File: src/hdl/vertex_dedup_hash_table_core_macros.svh
// Assertion macros shared by the vertex deduplication RTL.
`ifndef VERTEX_DEDUP_HASH_TABLE_CORE_MACROS_SVH
`define VERTEX_DEDUP_HASH_TABLE_CORE_MACROS_SVH

// Same-cycle implication, checked at every rising edge outside reset.
`define VDH_ASSERT_NOW(label, ante, cons) \
  label: assert property (@(posedge clk) disable iff (!rst_n) (ante) |-> (cons)) \
    else $error("vdh check failed");

// Next-cycle implication, checked at every rising edge outside reset.
`define VDH_ASSERT_NEXT(label, ante, cons) \
  label: assert property (@(posedge clk) disable iff (!rst_n) (ante) |=> (cons)) \
    else $error("vdh check failed");

`endif

File: src/hdl/vdh_pkg.sv
// Shared constants for the vertex deduplication hash table.
package vdh_pkg;
  localparam int COMP_W          = 32;
  localparam int NUM_COMP_PORTS  = 8;
  localparam int NEW_INDEX_W     = 12;
  localparam int COUNT_W         = 13;
  localparam int CCOUNT_W        = 4;
  localparam int GEN_W           = 8;
  localparam int MAX_UNIQUE_DEF     = 4096;
  localparam int MAX_COMPONENTS_DEF = 8;
  localparam int HASH_SLOTS_DEF     = 8192;
  localparam logic [CCOUNT_W-1:0] CCOUNT_RESET = 4'd8;
  localparam logic [COMP_W-1:0]   HASH_PRIME   = 32'h0100_0193;
endpackage

File: src/hdl/vdh_hash.sv
// Three-stage hash of the masked vertex onto a starting slot.
module vdh_hash #(
  parameter int MAX_COMPONENTS = vdh_pkg::MAX_COMPONENTS_DEF,
  parameter int HASH_SLOTS     = vdh_pkg::HASH_SLOTS_DEF
) (
  input  logic                                    clk,
  input  logic                                    rst_n,
  input  logic                                    start,
  input  logic [MAX_COMPONENTS*vdh_pkg::COMP_W-1:0] comps,
  output logic [$clog2(HASH_SLOTS)-1:0]           slot_r,
  output logic                                    done_r
);
  import vdh_pkg::*;
  localparam int SW = $clog2(HASH_SLOTS);

  logic [COMP_W-1:0] fold;
  logic [COMP_W-1:0] fold_r;
  logic [COMP_W-1:0] mix_r;
  logic [COMP_W-1:0] spread;
  logic [2*COMP_W-1:0] scaled;
  logic v1_r;
  logic v2_r;

  // Fold the components together, each rotated by its own amount.
  always_comb begin
    logic [COMP_W-1:0] c;
    fold = '0;
    for (int i = 0; i < MAX_COMPONENTS; i++) begin
      c = comps[i*COMP_W +: COMP_W];
      fold = fold ^ ((c << ((7 * i) % COMP_W)) | (c >> ((COMP_W - (7 * i) % COMP_W) % COMP_W)));
    end
  end

  // Range-map the mixed word onto the slot count with a high multiply.
  assign spread = mix_r ^ (mix_r >> 15);
  assign scaled = {{COMP_W{1'b0}}, spread} * (2*COMP_W)'(HASH_SLOTS);

  // The folded word is captured with the item and held, so the slot stays
  // valid for as long as the sequencer needs it.
  always_ff @(posedge clk) begin
    if (start) begin
      fold_r <= fold;
    end
    mix_r  <= fold_r * HASH_PRIME;
    slot_r <= SW'(scaled >> COMP_W);
    if (!rst_n) begin
      v1_r   <= 1'b0;
      v2_r   <= 1'b0;
      done_r <= 1'b0;
    end else begin
      v1_r <= start;
      v2_r <= v1_r;
      if (start) begin
        done_r <= 1'b0;
      end else if (v2_r) begin
        done_r <= 1'b1;
      end
    end
  end
endmodule

File: config.mk
export PLATFORM = sky130hd
export DESIGN_NAME = vdh_hash
export DESIGN_NICKNAME = d
export VERILOG_FILES = /design/src/hdl/vertex_dedup_hash_table_core_macros.svh /design/src/hdl/vdh_pkg.sv /design/src/hdl/vdh_hash.sv
export SDC_FILE = /design/constraint.sdc
export NUM_CORES = 1
export LEC_CHECK = 0
export ABC_AREA = 1
export BUFFER_PORTS_ARGS = -buffer_cell sky130_fd_sc_hd__buf_2
export CAP_MARGIN = 15
export CORE_ASPECT_RATIO = 0.8
export CORE_MARGIN = 1
export CORE_UTILIZATION = 49
export DETAILED_ROUTE_END_ITERATION = 16
export GPL_TIMING_DRIVEN = 0
export PLACE_DENSITY = 0.79
export RECOVER_POWER = 25
export SYNTH_ARGS = -nofsm -noshare
export SYNTH_HDL_FRONTEND = slang
export SYNTH_SLANG_ARGS = --single-unit
export TNS_END_PERCENT = 20
File: constraint.sdc
create_clock -name clk -period 4.6 [get_ports clk]
set_clock_uncertainty 0.2 [all_clocks]
set_input_delay 0.69 -clock clk [delete_from_list [all_inputs] [get_ports clk]]
set_output_delay 0.69 -clock clk [all_outputs]
set_load 0.005 [all_outputs]
; Word-level counts from Yosys, hierarchy flattened
; Cells that the tools add are included.
[word_totals]
ff_bits = 80
in_bits = 259
out_inout_bits = 14
wordCells = 25
[classes]
n_mul = 1
bitwise_logic = 17
n_reduce_logical = 1
[op_table]
columns = operator, count
row1 = 32-bit XOR, 7
row2 = 32-bit by 25-bit multiplier with 32-bit output (second input constant), 1
row3 = 32-bit by 10-bit OR with 32-bit output, 1
row4 = 32-bit by 14-bit OR with 32-bit output, 1
row5 = 32-bit by 17-bit OR with 32-bit output, 1
row6 = 32-bit by 21-bit OR with 32-bit output, 1
row7 = 32-bit by 28-bit OR with 32-bit output, 1
row8 = 32-bit by 3-bit OR with 32-bit output, 1
row9 = 32-bit OR, 1
row10 = 32-bit by 7-bit OR with 32-bit output, 1
row11 = 32-bit by 17-bit XOR with 32-bit output, 1
row12 = 2-bit OR reduction, 1
row13 = 1-bit inverter, 1

; Longest topological paths before layout
; Gate-level depths: netlist of run 1.
[logic_depth]
depth_word = 8
depth_mapped = 23
depth_no_buf = 23

; Worst setup path before layout of run 1
; OpenSTA, ideal clock, no wires.
[synth_path]
path_type = flip-flop to flip-flop
start = register fold_r[16]
end = register mix_r[30]
setup_time_ps = 112
arrival_ps = 4227
required_ps = 4288
slack_ps = 60
stages_incl_launch_ff = 19
path_cell_list = edfxtp_1 ha_1 ha_1 fa_1 ha_1 fa_1 inv_1 fa_1 fa_1 inv_1 ha_1 a21o_1 o21bai_1 nand2_1 nand2_1 a21oi_1 nand2_1 nand2_1 nand2_1
[synth_via]
elab_chain_len = 1
[synth_lines]
columns = item, line
row1 = from (decl), vdh_hash.sv:17  ; logic [COMP_W-1:0] fold_r;
row2 = from (signal assigned), vdh_hash.sv:42  ; fold_r <= fold;
row3 = 32-bit by 25-bit multiplier with 32-bit output, vdh_hash.sv:44  ; mix_r <= fold_r * HASH_PRIME;
row4 = to (signal assigned), vdh_hash.sv:44
row5 = to (decl), vdh_hash.sv:18  ; logic [COMP_W-1:0] mix_r;
; No other way between the ends.
; A chain may end at the register's enable or synchronous reset.

; Worst setup path in the final report of run 1
[layout_path]
start = register fold_r[21]
end = register mix_r[31]
; Same word-level chain as after synthesis.

==> flow_summary.ini, run 1 <==
[placement]
place.port_buffers = 272
dpl.hpwl_mm = 18.6
gp_congestion = 0.914

[setup_path]
cp.required_ns = 4.64
arrival_ns = 4.80
r2r_cells = 21
max_stage_delay_ns = 0.52
setup.worst_path.start = fold_r[21]$_DFFE_PP_
crit_type = flip-flop to flip-flop
crit_top_cell = fa_1
crit_chain = ha_1 -> ha_4 -> inv_2 -> fa_1 -> inv_1 -> ha_1 -> inv_1 -> fa_1 -> inv_2 -> fa_1 -> inv_1 -> fa_1 -> inv_2 -> ha_4 -> a21oi_4 -> a21boi_2 -> nand2_1 -> a21oi_2 -> nand2_2 -> nand3_2 -> nand2_1
cp-end-kind = flip-flop
r2r_slack_ns = -0.16
critPathMaxFanout = 3
critPathLaunchType = flip-flop
critPathTopFamily = adder cells
r2r_start = fold_r[21]$_DFFE_PP_
critical-path-slowest-cell = fa_1
cp_num_buf_inv = 6
r2r_end = mix_r[31]$_DFF_P_

[sta]
slew_viol_final = 35
period_share = 1.04
layout_setup_ws_ns = -0.161
finalSetupViolCount = 9
maxSlewHeadroom = -0.257
holdWs_ns = 0.124
tightest_slew_ns = 1.89
clock.fmax_mhz = 210
fin_crit_ns = 4.76
finalHoldViolCount = 0
rsz0062_at_grt = yes
tns_ns = -0.669

[floorplanning]
core_um2 = 19000
rows = 45
dieHeight_um = 127
io_pins = 273
die_area_um2 = 20000
start_util = 0.501
die_w_um = 158

[cells_and_area]
fillCellCount = 1556
area_growth_pct = 27.5
drive_above_1_share = 0.288
num-nets-final = 1898

[synth]
yosys_warnings = 0
synth_ff_type = edfxtp_1
synthDistinctLibCells = 29
synth_edf_count = 32
syn-num-nets = 1585
synthCells = 1067
synth_area_um2 = 9530
synth.most_common_cell = inv_1
ys_ff_latch = 61
synth.area.top_cells = ha_1, fa_1, xnor2_1
ys_async_sr_fraction = 0
yosysSeqAreaShare = 0.162
avgSynthCellArea_um2 = 8.93
synth_common_cells = inv_1, ha_1, xnor2_1
synth_top_area_frac = 0.244
yosysTopAreaCell = ha_1

[clocking]
holdBufCountCts = 0
clk_pin_slew_ns = 0.05
cts.sink_count = 61
cts_tree = done
root_buffer = clkbuf_16
clock_path_buffers = 2
h-tree-depth = 3
cts_made_buffers = 9
clock_latency_ns = 0.34

[global_route]
grt_max_degree = 35
grt_antenna_before_repair = 1
grt_use_total = 0.234
grt_pass1_wl_mm = 36.3
grt_overflow = 0
first_global_vias = 7868

[flow_run]
cap_violations = 1

[drt]
vias = 7857
drt_iter0_markers = 306
via_per_inst = 4.78
drcViolationCount = 0
drt-total-wl_mm = 22.4
wl_per_cell_um = 13.6
ant_nets = 0
first_pass_iters = 5

[worst_hold_path]
hold_start = mix_r[24]$_DFF_P_
whs_path_depth = 0
holdCritPathClass = flip-flop to flip-flop
holdPathEnd = slot_r[5]$_DFF_P_

[outcome]
violations = capacitance limit, slew limit, setup timing
status = finished with violations
worst max-delay path by stage:
| stage | end | cells after the start |
|---|---|---|
| after floorplan | mix_r[30]$_DFF_P_ | 18 |
| after global placement | mix_r[27]$_DFF_P_ | 15 |
| after detailed placement | mix_r[31]$_DFF_P_ | 19 |
| after CTS | mix_r[31]$_DFF_P_ | 21 |
| after global routing | mix_r[30]$_DFF_P_ | 22 |
| final | mix_r[31]$_DFF_P_ | 21 |
layer usage:
metal | up-vias | track usage | share of wire
met1 | 3614 | 0.303 | 0.44
li1 | 3952 | - | -
met5 | - | 0 | 0
met4 | 0 | 0.0742 | 0.024
met2 | 249 | 0.395 | 0.48
met3 | 42 | 0.0400 | 0.053
worst register-to-register path, stage by stage, from the launching register on:
cell and delay (ns):
edfxtp_1 0.49, ha_1 0.38, ha_4 0.28, inv_2 0.03
fa_1 0.41, inv_1 0.08, ha_1 0.14, inv_1 0.05
fa_1 0.52, inv_2 0.05, fa_1 0.48, inv_1 0.05
fa_1 0.49, inv_2 0.05, ha_4 0.26, a21oi_4 0.13
a21boi_2 0.17, nand2_1 0.07, a21oi_2 0.11, nand2_2 0.10
nand3_2 0.08, nand2_1 0.05
cells by family (layout without fill, tap and decap cells):
group	Yosys count	after routing	share of synthesized area
AOI/OAI and AO/OA	58	58	0.0336
xor gates and xnor gates	235	235	0.216
adders and majority gates	259	259	0.398
buffers and inverters	234	552	0.0922
DFF	61	61	0.162
other	0	1	0
and+or+nand+nor	220	220	0.0990
what timing repair did:
| action | CTS | global route |
|---|---|---|
| hold endpoints to repair | 0 | 0 |
| pin swaps | 25 | 23 |
| setup buffers | 27 | 3 |
| gates resized for setup | 62 | 35 |
| setup endpoints to repair | 13 | 13 |
state kept, by name, summed over array words and instances (netlist names):
signal / cells
v2_r: 1
slot_r: 13
mix_r: 13
done_r: 1
fold_r: 32
v1_r: 1
cell usage in the layout, fill, tap and decap left out, drive strengths merged:
cell type    n
a31oi        1
nor4         1
clkinv       4
nand3b       2
nor3         4
or2          1
edfxtp      32
fa          73
inv        234
dfxtp       29
a21oi       28
ha         186
nand3       31
xor2        72
nand4       10
o21ai       18
a21boi       2
o21bai       5
diode        1
buf        300
a21o         4
nand2      131
nor3b        1
xnor2      163
clkbuf      14
nor2        39
per-stage QoR:
step                setup WS (ns)  instance area, um^2  instances  utilization
floorplan                  0.0603                 9530       1067            -
global placement           -0.351                11200       1597        0.589
detailed placement         -0.376                11200       1597        0.589
CTS                       -0.0860                12000       1640        0.630
global route               -0.383                12200       1644        0.639
finish                     -0.161                12200       1644        0.639
final cells by class:
cell class | count | area [um^2] | area share
clock inverter | 4 | 27.5 | 0.00227
clock buffer | 12 | 279 | 0.0230
inverter | 234 | 878 | 0.0723
timing repair buffer | 302 | 1580 | 0.130
sequential | 61 | 1540 | 0.127
tap | 258 | 323 | 0.0266
multi-input combinational | 772 | 7520 | 0.619
antenna | 1 | 2.50 | 0.000206
Power of run 1 is left out: the tool's default activity adds up to more than one toggle a clock period on the data nets, which glitch-free logic cannot reach.
==> run 2, diff against run 1 <==
TNS_END_PERCENT = 100   (was 20)
==> run 2 against run 1 <==
Net effect: clock-buffer cell count is the same; worst hold slack is essentially flat; critical endpoint unchanged; the run still ends with capacitance limit, slew limit, setup timing left; non-clock buffer count grew 27; fmax is essentially flat; largest cell class unchanged; via count grew 4.8%.
==> flow_summary.ini, run 2 (synthesis results as in run 1) <==
[sta]
maxSlewHeadroom = -0.248
finalSetupViolCount = 6
tightest_slew_ns = 1.87
finalHoldViolCount = 0
period_share = 1.03
holdWs_ns = 0.124
clock.fmax_mhz = 210
rsz0062_at_grt = yes
layout_setup_ws_ns = -0.158
fin_crit_ns = 4.76
slew_viol_final = 35

[clocking]
cts_tree = done
cts_made_buffers = 9
clk_pin_slew_ns = 0.06
holdBufCountCts = 0
clock_latency_ns = 0.35
cts.sink_count = 61
clock_path_buffers = 2
h-tree-depth = 3
root_buffer = clkbuf_16

[floorplanning]
die_w_um = 158
core_um2 = 19000
start_util = 0.501
io_pins = 273
rows = 45
die_area_um2 = 20000
dieHeight_um = 127

[drt]
first_pass_iters = 5
drt-total-wl_mm = 25.5
via_per_inst = 4.93
vias = 8238
drcViolationCount = 0
wl_per_cell_um = 15.3
drt_iter0_markers = 355
ant_nets = 0

[setup_path]
crit_top_cell = inv_2
crit_type = flip-flop to flip-flop
cp-end-kind = flip-flop
critPathLaunchType = flip-flop
critPathMaxFanout = 5
crit_chain = ha_1 -> ha_4 -> inv_2 -> fa_2 -> inv_2 -> ha_4 -> inv_2 -> fa_1 -> inv_2 -> fa_1 -> inv_1 -> fa_1 -> inv_2 -> ha_4 -> nand2_4 -> nor2_4 -> nand2_2 -> nor2_2 -> nand2_1 -> nand2_2 -> inv_2 -> nand2_1 -> nand2_1
critical-path-slowest-cell = fa_1
cp.required_ns = 4.64
arrival_ns = 4.80
max_stage_delay_ns = 0.53

[global_route]
grt_max_degree = 35
grt_overflow = 0
grt_antenna_before_repair = 1
first_global_vias = 7883
grt_pass1_wl_mm = 36.5
grt_use_total = 0.235

[cells_and_area]
num-nets-final = 1925
reg.largest.list = fold_r (32), mix_r (13), slot_r (13)
fillCellCount = 1388
fin_cells = 1671
largest_reg_flops = 32
multi_input_area_um2 = 8210
regMostFlops = fold_r
seq_area_um2 = 1540
area_growth_pct = 37.3
final_cell_mix = buf_2, inv_1, xnor2_1
final_common_cell = buf_2
design_area_um2 = 13100
drive_above_1_share = 0.370
utilization = 0.688

[placement]
placedCellCount = 1597
place_area_um2 = 11200
dpl.hpwl_mm = 18.6
gp_congestion = 0.914
place.port_buffers = 272

[outcome]
status = finished with violations
violations = capacitance limit, slew limit, setup timing

[flow_run]
cap_violations = 1

[worst_hold_path]
holdCritPathClass = flip-flop to flip-flop
[run 2: cell count changes in the layout (fill, tap and decap cells not counted), sizes merged]
cell and change:
buf +27
[run 2: area by class of cell]
cell class                      instances  share of cell area
Clock inverter                          4             0.00210
Timing Repair Buffer                  329               0.138
Clock buffer                           12              0.0213
Antenna cell                            1            0.000191
Sequential cell                        61               0.118
Multi-Input combinational cell        772               0.628
Tap cell                              258              0.0247
Inverter                              234              0.0681
[run 2: final timing paths]
check,start,endpoint,slack (ns),cells after the start
setup reg to reg,fold_r[21]$_DFFE_PP_,mix_r[31]$_DFF_P_,-0.16,23
hold reg to reg,mix_r[24]$_DFF_P_,slot_r[5]$_DFF_P_,0.12,0
setup / recovery,fold_r[21]$_DFFE_PP_,mix_r[31]$_DFF_P_,-0.16,23
hold / removal,mix_r[24]$_DFF_P_,slot_r[5]$_DFF_P_,0.12,0
[run 2: worst max-delay path: cells and delay by family (launching register included)]
family / cells / cell delay, ns
fa+ha+maj: 8 / 3.03
buf+inv: 7 / 0.34
flops: 1 / 0.48
simple gates: 8 / 0.60
[run 2: metal layers]
layer,part of all wire,global-route usage
met2,0.50,0.398
met1,0.41,0.304
met3,0.060,0.0434
met4,0.036,0.0708
met5,0,0
[run 2: repair_timing]
item	4_1_cts	5_1_grt
resized for setup	73	160
pin swaps	32	85
buffers inserted	29	28
setup endpoints to repair	13	13
[run 2: per-stage QoR]
step / setup TNS, ns / worst slack, ns
floorplan: 0 / 0.0603
finish: -0.410 / -0.158
detailed placement: -3.13 / -0.376
global route: -1.93 / -0.326
CTS: -0.0945 / -0.0860
global placement: -2.63 / -0.351
Power of run 2 is left out for the same reason.
==> run 3, diff against run 2 <==
CORE_ASPECT_RATIO = 0.9   (was 0.8)
==> run 3 against run 2 <==
Net effect: the flow still finishes with violations (capacitance limit, slew limit, setup timing); non-clock buffer count fell by 14; clock-buffer cell count down 2; via count shrank 1.4%; wire length is 2.3% lower; sequential share of layout area grew 0.32 points; global-route usage decreased by 1.3 points; worst hold slack is essentially flat; final area fell by 2.7%.
==> flow_summary.ini, run 3 (synthesis results as in run 1) <==
[cells_and_area]
final_common_cell = buf_2
drive_above_1_share = 0.342
area_growth_pct = 33.7
num-nets-final = 1911
regMostFlops = fold_r
largest_reg_flops = 32
final_cell_mix = buf_2, inv_1, xnor2_1
reg.largest.list = fold_r (32), mix_r (13), slot_r (13)
fin_cells = 1650

[setup_path]
r2r_slack_ns = -0.21
cp.required_ns = 4.63
crit_type = flip-flop to flip-flop
setup.worst_path.end = mix_r[30]$_DFF_P_
arrival_ns = 4.84
cp-end-kind = flip-flop
r2r_end = mix_r[30]$_DFF_P_
critPathLaunchType = flip-flop
critPathMaxFanout = 5
r2r_start = fold_r[20]$_DFFE_PP_
setup.worst_path.start = fold_r[20]$_DFFE_PP_
r2r_cells = 22

[clocking]
holdBufCountCts = 0
cts_tree = done
root_buffer = clkbuf_16
h-tree-depth = 3
clock_latency_ns = 0.36
clk_pin_slew_ns = 0.05
clock_path_buffers = 2
cts.sink_count = 61
cts_made_buffers = 9

[sta]
maxSlewHeadroom = -0.275
finalSetupViolCount = 8
slew_viol_final = 35
finalHoldViolCount = 0
tns_ns = -0.829
period_share = 1.05
rsz0062_at_grt = yes
fin_crit_ns = 4.81
tightest_slew_ns = 1.91
clock.fmax_mhz = 208
layout_setup_ws_ns = -0.211

[placement]
pre_cts_slack_ns = -0.393
gp_congestion = 0.923
place.port_buffers = 272
dpl.hpwl_mm = 18.2
placedCellCount = 1589

[drt]
via_per_inst = 4.92
wl_per_cell_um = 15.1
first_pass_iters = 5
ant_nets = 0
drt_iter0_markers = 335
drt-total-wl_mm = 24.9
vias = 8126
drcViolationCount = 0

[global_route]
grt_use_total = 0.222
first_global_vias = 7744
grt_antenna_before_repair = 2
grt_overflow = 0
grt_max_degree = 35
grt_pass1_wl_mm = 35.0

[flow_run]
cap_violations = 1

[floorplanning]
start_util = 0.499
die_area_um2 = 20000
io_pins = 273
die_w_um = 149
core_um2 = 19100
rows = 48
dieHeight_um = 134

[outcome]
violations = capacitance limit, slew limit, setup timing
status = finished with violations

[worst_hold_path]
holdCritPathClass = flip-flop to flip-flop
whs_path_depth = 0
## run 3: changes by cell type in the layout (fill, tap and decap cells not counted), moves of 5 or more
cell	change
buf_4	-14
ha_1	+9
nand2_2	+5
inv_1	+12
inv_2	-8
ha_4	-6
nand2_4	-7
## run 3: layer usage
metal	routed length, um	part of all wire	vias to the layer above	global-route usage
li1	-	-	3971	-
met1	9860	0.40	3775	0.272
met2	12900	0.52	304	0.399
met3	1270	0.051	76	0.0265
met4	856	0.034	0	0.0777
met5	0	0	-	0
## run 3: cell type report
class | count | area (um^2)
fill | 1464 | 6360
tap | 250 | 313
inverter | 234 | 881
clock buffer | 10 | 250
sequential | 61 | 1540
timing repair buffer | 315 | 1700
antenna | 2 | 5.00
multi-input combinational | 772 | 8000
clock inverter | 6 | 42.5
## run 3: metrics by stage
step                 util  area (um^2)  hold slack (ns)
CTS                 0.628        12000            0.125
floorplan               -         9530            0.110
global placement    0.587        11200            0.112
global route        0.667        12700            0.129
detailed placement  0.587        11200            0.112
finish              0.667        12700            0.124
## run 3: how the worst min path moves through the flow
stage	end	from
floorplan	slot_r[0]$_DFF_P_	mix_r[19]$_DFF_P_
global placement	slot_r[7]$_DFF_P_	mix_r[26]$_DFF_P_
detailed placement	slot_r[6]$_DFF_P_	mix_r[25]$_DFF_P_
CTS	slot_r[4]$_DFF_P_	mix_r[23]$_DFF_P_
global route	slot_r[3]$_DFF_P_	mix_r[22]$_DFF_P_
finish	slot_r[3]$_DFF_P_	mix_r[22]$_DFF_P_
## run 3: timing repair
item / in CTS / in global routing
cloned: 0 / 0
endpoints found under the setup margin: 13 / 13
pin swaps: 29 / 50
setup buffers: 29 / 14
resized for setup: 65 / 114
## run 3: worst max-delay path, stage by stage, from the launching register on
cell and delay, ns:
edfxtp_1 0.52, ha_4 0.31, ha_4 0.26, inv_2 0.03, fa_1 0.44, inv_1 0.08
ha_2 0.17, inv_2 0.04, fa_1 0.49, inv_1 0.06, fa_1 0.49, inv_2 0.04
fa_1 0.53, inv_2 0.05, ha_4 0.24, inv_2 0.06, o21bai_1 0.08, a31oi_1 0.19
nand2_1 0.10, a21oi_2 0.13, nand2_1 0.07, nand2_1 0.06, nand2_1 0.06
Power of run 3 is left out for the same reason.
